===== config.mk =====
export PLATFORM = sky130hd
export DESIGN_NAME = fcsv_emit
export DESIGN_NICKNAME = d
export VERILOG_FILES = /design/src/hw/rtl/fcsv_pkg.sv /design/src/hw/rtl/fcsv_emit.sv
export SDC_FILE = /design/constraint.sdc
export NUM_CORES = 1
export LEC_CHECK = 0
export BUFFER_PORTS_ARGS = -buffer_cell sky130_fd_sc_hd__clkbuf_2
export CORE_ASPECT_RATIO = 0.7
export CORE_MARGIN = 3
export CORE_UTILIZATION = 40
export CTS_BUF_LIST = sky130_fd_sc_hd__clkbuf_8
export DETAILED_ROUTE_END_ITERATION = 10
export PLACE_DENSITY = 0.72
export SETUP_SLACK_MARGIN = 0.02
export SLEW_MARGIN = 20
export SYNTH_ARGS = -nofsm -noshare
export SYNTH_HDL_FRONTEND = slang
export SYNTH_SLANG_ARGS = --single-unit
export TNS_END_PERCENT = 5

===== constraint.sdc =====
create_clock -name clk -period 1.65 [get_ports clk]
set_input_delay 0.4125 -clock clk [delete_from_list [all_inputs] [get_ports clk]]
set_output_delay 0.4125 -clock clk [all_outputs]
set_load 0.03 [all_outputs]

===== src/hw/rtl/fcsv_pkg.sv =====
`timescale 1ns / 1ps
`default_nettype none
// ----------------------------------------------------------------------------
// fcsv_pkg: shared types and constants of the FIR convolution block
// Word formats, register map, job descriptor and fixed-point widths.
// ----------------------------------------------------------------------------
package fcsv_pkg;

	localparam int SAMPLE_BITS    = 16;
	localparam int COEF_BITS      = 16;
	localparam int COEF_FRAC_BITS = 14;
	// Fifteen programmable coefficients plus one slot that always reads zero.
	localparam int COEF_SLOTS     = 16;
	localparam int MASK_BITS      = 4;
	localparam int MASK_CAP       = 15;
	localparam int CNT_BITS       = 4;
	localparam int DEF_MAX_TAPS   = 15;
	localparam int PROD_BITS      = SAMPLE_BITS + COEF_BITS;
	localparam int GRP_SIZE       = 4;
	localparam int GRP_BITS       = PROD_BITS + $clog2(GRP_SIZE);

	localparam int APB_DATA_BITS  = 64;
	localparam int APB_ADDR_BITS  = 6;
	localparam int REG_IDX_LSB    = 3;
	localparam int REG_IDX_BITS   = APB_ADDR_BITS - REG_IDX_LSB;
	localparam int COEF_D_BITS    = 48;

	typedef logic signed [SAMPLE_BITS-1:0] sample_t;
	typedef logic signed [COEF_BITS-1:0]   coef_t;
	typedef logic signed [PROD_BITS-1:0]   prod_t;

	localparam sample_t SAMPLE_MAX = sample_t'({1'b0, {(SAMPLE_BITS-1){1'b1}}});
	localparam sample_t SAMPLE_MIN = sample_t'({1'b1, {(SAMPLE_BITS-1){1'b0}}});

	typedef enum logic [REG_IDX_BITS-1:0] {
		REG_MASK_SIZE = 3'd0,
		REG_MODE      = 3'd1,
		REG_COEF_A    = 3'd2,
		REG_COEF_B    = 3'd3,
		REG_COEF_C    = 3'd4,
		REG_COEF_D    = 3'd5
	} reg_idx_t;

	typedef enum logic {
		MODE_SAME  = 1'b0,
		MODE_VALID = 1'b1
	} mode_t;

	typedef struct packed {
		sample_t sample;
		logic    end_of_signal;
	} smp_word_t;

	typedef struct packed {
		sample_t value;
		logic    final_res;
		logic    clipped;
	} res_word_t;

	// What one sample turns into: whether the first word is a computed value,
	// how many words in total, and whether the signal ends here.
	typedef struct packed {
		logic                full;
		logic [CNT_BITS-1:0] cnt;
		logic                last;
	} job_t;

	typedef struct packed {
		job_t    job;
		sample_t value;
		logic    clipped;
	} mac_res_t;

endpackage
`default_nettype wire


===== src/hw/rtl/fcsv_emit.sv =====
`timescale 1ns / 1ps
`default_nettype none
// ----------------------------------------------------------------------------
// fcsv_emit: result word register and burst sequencer
// Holds one job and hands out its words: the computed value first when there
// is one, then the border zeros, with the final flag on the last word of a signal.
// ----------------------------------------------------------------------------
module fcsv_emit
	import fcsv_pkg::*;
(
	input  logic      clk,
	input  logic      arst_n,
	input  logic      in_valid,
	output logic      in_ready,
	input  mac_res_t  in_res,
	output logic      res_valid,
	input  logic      res_ready,
	output res_word_t res_data
);

	logic                cur_vld_q;
	logic [CNT_BITS-1:0] rem_q;
	logic                prim_full_q;
	logic                last_q;
	sample_t             val_q;
	logic                clip_q;
	logic                take, load, on_last;

	assign on_last  = (rem_q == CNT_BITS'(1));
	assign take     = res_valid && res_ready;
	assign in_ready = !cur_vld_q || (res_ready && on_last);
	assign load     = in_valid && in_ready;

	assign res_valid          = cur_vld_q;
	assign res_data.value     = prim_full_q ? val_q : '0;
	assign res_data.clipped   = prim_full_q && clip_q;
	assign res_data.final_res = last_q && on_last;

	always_ff @(posedge clk or negedge arst_n) begin
		if (!arst_n) begin
			cur_vld_q   <= 1'b0;
			rem_q       <= '0;
			prim_full_q <= 1'b0;
			last_q      <= 1'b0;
		end else if (load) begin
			cur_vld_q   <= 1'b1;
			rem_q       <= in_res.job.cnt;
			prim_full_q <= in_res.job.full;
			last_q      <= in_res.job.last;
		end else if (take) begin
			rem_q       <= rem_q - CNT_BITS'(1);
			prim_full_q <= 1'b0;
			if (on_last) begin
				cur_vld_q <= 1'b0;
			end
		end
	end

	always_ff @(posedge clk) begin
		if (load) begin
			val_q  <= in_res.value;
			clip_q <= in_res.clipped;
		end
	end

`ifndef SYNTH
	a_rem_nonzero: assert property (@(posedge clk) disable iff (!arst_n)
		cur_vld_q |-> rem_q != '0)
		else $error("held job has no words left");

	a_full_held: assert property (@(posedge clk) disable iff (!arst_n)
		prim_full_q |-> cur_vld_q)
		else $error("computed value pending without a held job");

	a_count_down: assert property (@(posedge clk) disable iff (!arst_n)
		take && (rem_q > CNT_BITS'(1)) |=> res_valid && (rem_q == $past(rem_q) - CNT_BITS'(1)))
		else $error("burst count did not step down by one");

	a_final_drains: assert property (@(posedge clk) disable iff (!arst_n)
		take && res_data.final_res && !in_valid |=> !res_valid)
		else $error("word left over after the final result");
`endif

endmodule
`default_nettype wire


Word level (Yosys, flattened, before mapping)
Cells that the tools add are included. W data, S select, Z words.

Flip-flop bits (word level): 24. Input bits: 27. Word-level logic and storage cells: 26.

$add $sub $neg: 1. Equality and inequality tests: 1. Mux-type cells: 8. Reductions and logical operators: 10.

Operators with widths (count): $mux W16 (1); $mux W4 (2); $logic_and A1 B1 Y1 (5); $mux W1 (5); $eq A4 B1 Y1 const B (1); $reduce_bool A2 Y1 (2); $sub A4 B1 Y4 const B (1); $reduce_and A2 Y1 (1); $logic_not A1 Y1 (1); $logic_or A1 B1 Y1 (1).

Longest topological paths before layout
Depth in word-level cells: 6. Depth in mapped cells: 7.

Least setup slack after synthesis
Ideal clock, no wire load.

Path type: register to register. Start: reg rem_q[1]. End: reg last_q. Data arrival time: 1.802 ns. Data required time: 1.522 ns. Setup slack: -0.280 ns. Stages on the path, launching flop included: 8. Period minus slack after synthesis: 1.930 ns. Cell sequence: dfrtp_1 > inv_1 > ha_1 > nor3b_2 > a21bo_1 > and2_4 > buf_6 > mux2_1.

Longest elaborated chain between the ends: 4.

RTL lines: start: declaration (line fcsv_emit.sv:22) `logic [CNT_BITS-1:0] rem_q;`; start signal: assignment (line fcsv_emit.sv:47) `rem_q <= in_res.job.cnt;`; start signal: assignment (line fcsv_emit.sv:51) `rem_q <= rem_q - CNT_BITS'(1);`; $eq A4 B1 Y1 (line fcsv_emit.sv:29) `assign on_last = (rem_q == CNT_BITS'(1));`; $logic_and A1 B1 Y1 (line fcsv_emit.sv:31) `assign in_ready = !cur_vld_q || (res_ready && on_last);`; $logic_or A1 B1 Y1 (line fcsv_emit.sv:31); net in_ready (line fcsv_emit.sv:14) `output logic in_ready,`; $logic_and A1 B1 Y1 (line fcsv_emit.sv:32) `assign load = in_valid && in_ready;`; net load (line fcsv_emit.sv:27) `logic take, load, on_last;`; end signal: assignment (line fcsv_emit.sv:49) `last_q <= in_res.job.last;`; end: declaration (line fcsv_emit.sv:24) `logic last_q;`.

The timed path passes the listed nets, and every way through them passes these cells. A chain may end at the register's enable or synchronous reset.

==> impl_metrics.py <==
metrics = {
    "run_status": {
        "outcome": "complete, but fails checks",
        "violations": "setup timing",
    },
    "detailed_routing": {
        "drtPass1Iterations": 4,
        "ant_nets": 0,
        "drcViolationCount": 0,
        "drt-initial-drc-count": 18,
        "vias": 805,
        "routedWlPerCell_um": 13.7,
        "via_per_inst": 4.74,
        "wirelength_um": 2330,
    },
    "floorplan": {
        "die_x_um": 67.2,
        "io-pin-count": 47,
        "start_util_pct": 45.4,
        "rows": 14,
        "fp.dieArea_mm2": 0.00328,
        "core-area_mm2": 0.00231,
        "die_h_um": 48.9,
    },
    "grt": {
        "overflow": 0,
        "grt.total_usage_pct": 15.3,
        "grt_pass1_wl_um": 3760,
        "antenna_found_initial": 0,
        "grt_pass1_vias": 833,
        "grt_max_degree": 19,
    },
    "layout": {
        "utilization_pct": 67.5,
        "fillCellCount": 184,
        "diodes": 0,
        "syn2layout_area_growth_pct": 48.7,
        "layout.nets": 168,
        "drive_above_1_share_pct": 50.7,
    },
    "synthesis": {
        "synth_warnings": 0,
        "async_flop_share_pct": 29.2,
        "ys_ff_latch": 24,
        "synthAdderAreaFrac_pct": 2.38,
        "yosys-top-cells-area": "edfxtp_1 49%, dfrtp_1 17%, and2_1 11%",
        "synth_top_area_share_pct": 48.6,
        "synth_fp_nets": 107,
        "synth.largest_area_cell": "edfxtp_1",
        "synth-compound-area-share_pct": 7.15,
        "synth_cell_types": 26,
        "avgSynthCellArea_um2": 13.5,
        "syn_area_mm2": 0.00105,
        "synthSimpleGateAreaFrac_pct": 18.2,
        "seq_area_frac_synth_pct": 65.3,
        "syn_inst": 78,
        "synthXorXnorAreaFrac_pct": 0,
        "synth_mux_area_share_pct": 3.93,
        "synth_edf_count": 17,
        "ys.flop_type": "edfxtp_1",
        "synth_top_family_by_area": "simple AND/OR/NAND/NOR gates",
    },
    "min_path": {
        "holdCritPathClass": "input pin to flop",
        "min_delay_path_depth": 1,
    },
    "placed_design": {
        "gp_congestion": 0.811,
        "place_hpwl_um": 1820,
        "portBuffers": 46,
    },
    "sta": {
        "rsz0062_at_grt": "yes",
        "post-route-period-util_pct": 111,
        "max_freq_mhz": 548,
        "setup_slack_ns": -0.174,
        "slew_viol_final": 0,
        "clock_skew_ns": 0.00308,
        "finalHoldViolations": 0,
        "tightestPinTransition_ns": 0.452,
        "tns_ns": -0.597,
        "relSlewSlack_pct": 69.0,
        "setup_viol": 20,
        "min_period_ns": 1.82,
    },
    "setup_path": {
        "arrival_ns": 1.41,
        "end_kind": "output port",
        "critPathRequiredTime_ns": 1.24,
        "crit_type": "flop to output port",
        "crit_fanout": 3,
        "reg2regPathDepth": 6,
        "start_kind": "flop",
    },
    "power_and_ir_drop": {
        "powerDensity_mw_per_mm2": 1290,
        "leakage_uw": 0.000731,
        "ir_drop_mv": 0.691,
    },
    "clock_network": {
        "clockBufferDepth": 2,
        "clock-sinks": 24,
        "cts_buffers": 3,
        "cts_tree": "done",
        "clock_latency_ns": 0.26,
        "cts_max_level": 1,
        "cts_root_buf": "clkbuf_8",
        "clk_pin_slew_ns": 0.08,
    },
    "job": {
        "drv_cap": 0,
    },
}
==> critical path, stage by stage, from the launching register on <==
cell     delay (ns)
dfrtp_1        0.39
inv_2          0.08
ha_4           0.13
nor3b_4        0.24
and2_4         0.19
buf_8          0.11
==> metal layers <==
layer / vias to the layer above / GRT usage, % / share of wire (%)
met3: 2 / 5.53 / 7.6
met1: 374 / 20.4 / 44
met2: 35 / 24.3 / 48
met4: 0 / 2.02 / 0.34
li1: 394 / - / -
met5: - / 0 / 0
==> cells by family after synthesis <==
family	after synthesis
flip-flops	24
AO/OA/AOI/OAI	10
buffers and inverters	6
adder cells (fa/ha/maj)	2
multiplexers	4
AND/OR/NAND/NOR	32
==> synthesized netlist by cell type (2+ instances only) <==
| library cell | number |
|---|---|
| dfrtp_1 | 7 |
| mux2i_1 | 3 |
| and2_1 | 18 |
| edfxtp_1 | 17 |
| inv_1 | 3 |
| a211oi_1 | 2 |
| nand2_1 | 7 |
| ha_1 | 2 |
| o22ai_1 | 2 |
==> flip-flops by register name (all words and copies together), names as in the netlist <==
| signal | count |
|---|---|
| val_q | 16 |
| rem_q | 4 |
| clip_q | 1 |
| last_q | 1 |
| prim_full_q | 1 |
| res_valid | 1 |
==> final cells by class <==
type	instances	area [µm²]	area share, %
clock buffers	3	41.3	2.64
inverters	3	11.3	0.721
well taps	32	40.0	2.56
repair buffers	59	388	24.8
clock inverters	1	30.0	1.92
multi-input cells	48	364	23.3
flip-flops and latches	24	687	44.0
==> worst paths after layout <==
path	slack (ns)	startpoint	end
max in group asynchronous	0.95	arst_n	prim_full_q
worst min register to register	0.55	last_q	last_q
worst min-delay path	0.32	in_res[15]	val_q[14]
worst max register to register	-0.03	rem_q[1]	last_q
min in group asynchronous	0.51	arst_n	rem_q[3]
worst max-delay path	-0.17	rem_q[1]	res_data[1]
==> repair_timing <==
| action | 4_1_cts | 5_1_grt |
|---|---|---|
| resized for setup | 8 | 3 |
| hold endpoints to repair | 7 | 0 |
| buffers inserted | 3 | 2 |
| hold buffers | 1 | 0 |
| pin swaps | 1 | 3 |
| endpoints found under the setup margin | 39 | 23 |
==> report_power, final <==
part | leakage [µW] | total, µW | switching (µW) | internal [µW]
combinational | 0.000463 | 684 | 309 | 375
sequential | 0.000232 | 828 | 82.5 | 745
clock | 0.0000357 | 504 | 180 | 324
==> cells in the final DEF (no fill, tap or decap) <==
cell           count
o21ai_0            1
or2b_1             1
and2_1            17
a221o_1            1
a21oi_1            1
inv_1              2
a221oi_1           1
buf_4              9
buf_2              1
nand2_1            7
a22o_1             1
edfxtp_1          17
bufinv_16          1
dfrtp_1            6
ha_4               1
a211oi_1           2
inv_2              1
nand3b_1           1
clkbuf_8           3
clkbuf_2          43
mux2_4             1
buf_8              2
and3_1             1
ha_1               1
dfrtp_2            1
o22ai_1            2
nor2_1             1
a21bo_4            1
mux2i_1            3
nor3b_4            1
buf_12             3
nor4_1             1
and2_4             2
dlygate4sd3_1      1
==> through the flow <==
step | total power [µW] | setup slack, ns | instances | hold WS [ns] | instance area, µm²
final | 2020 | -0.174 | 170 | 0.317 | 1560
after global routing | 2110 | -0.223 | 170 | 0.305 | 1560
after CTS | 1970 | -0.195 | 168 | 0.311 | 1540
after detailed placement | 1380 | -0.0563 | 160 | 0.269 | 1410
after global placement | 1360 | 0.0365 | 160 | 0.260 | 1410
after floorplan | 1150 | -0.113 | 78 | 0.117 | 1080
(Power assumes the default switching activity.)
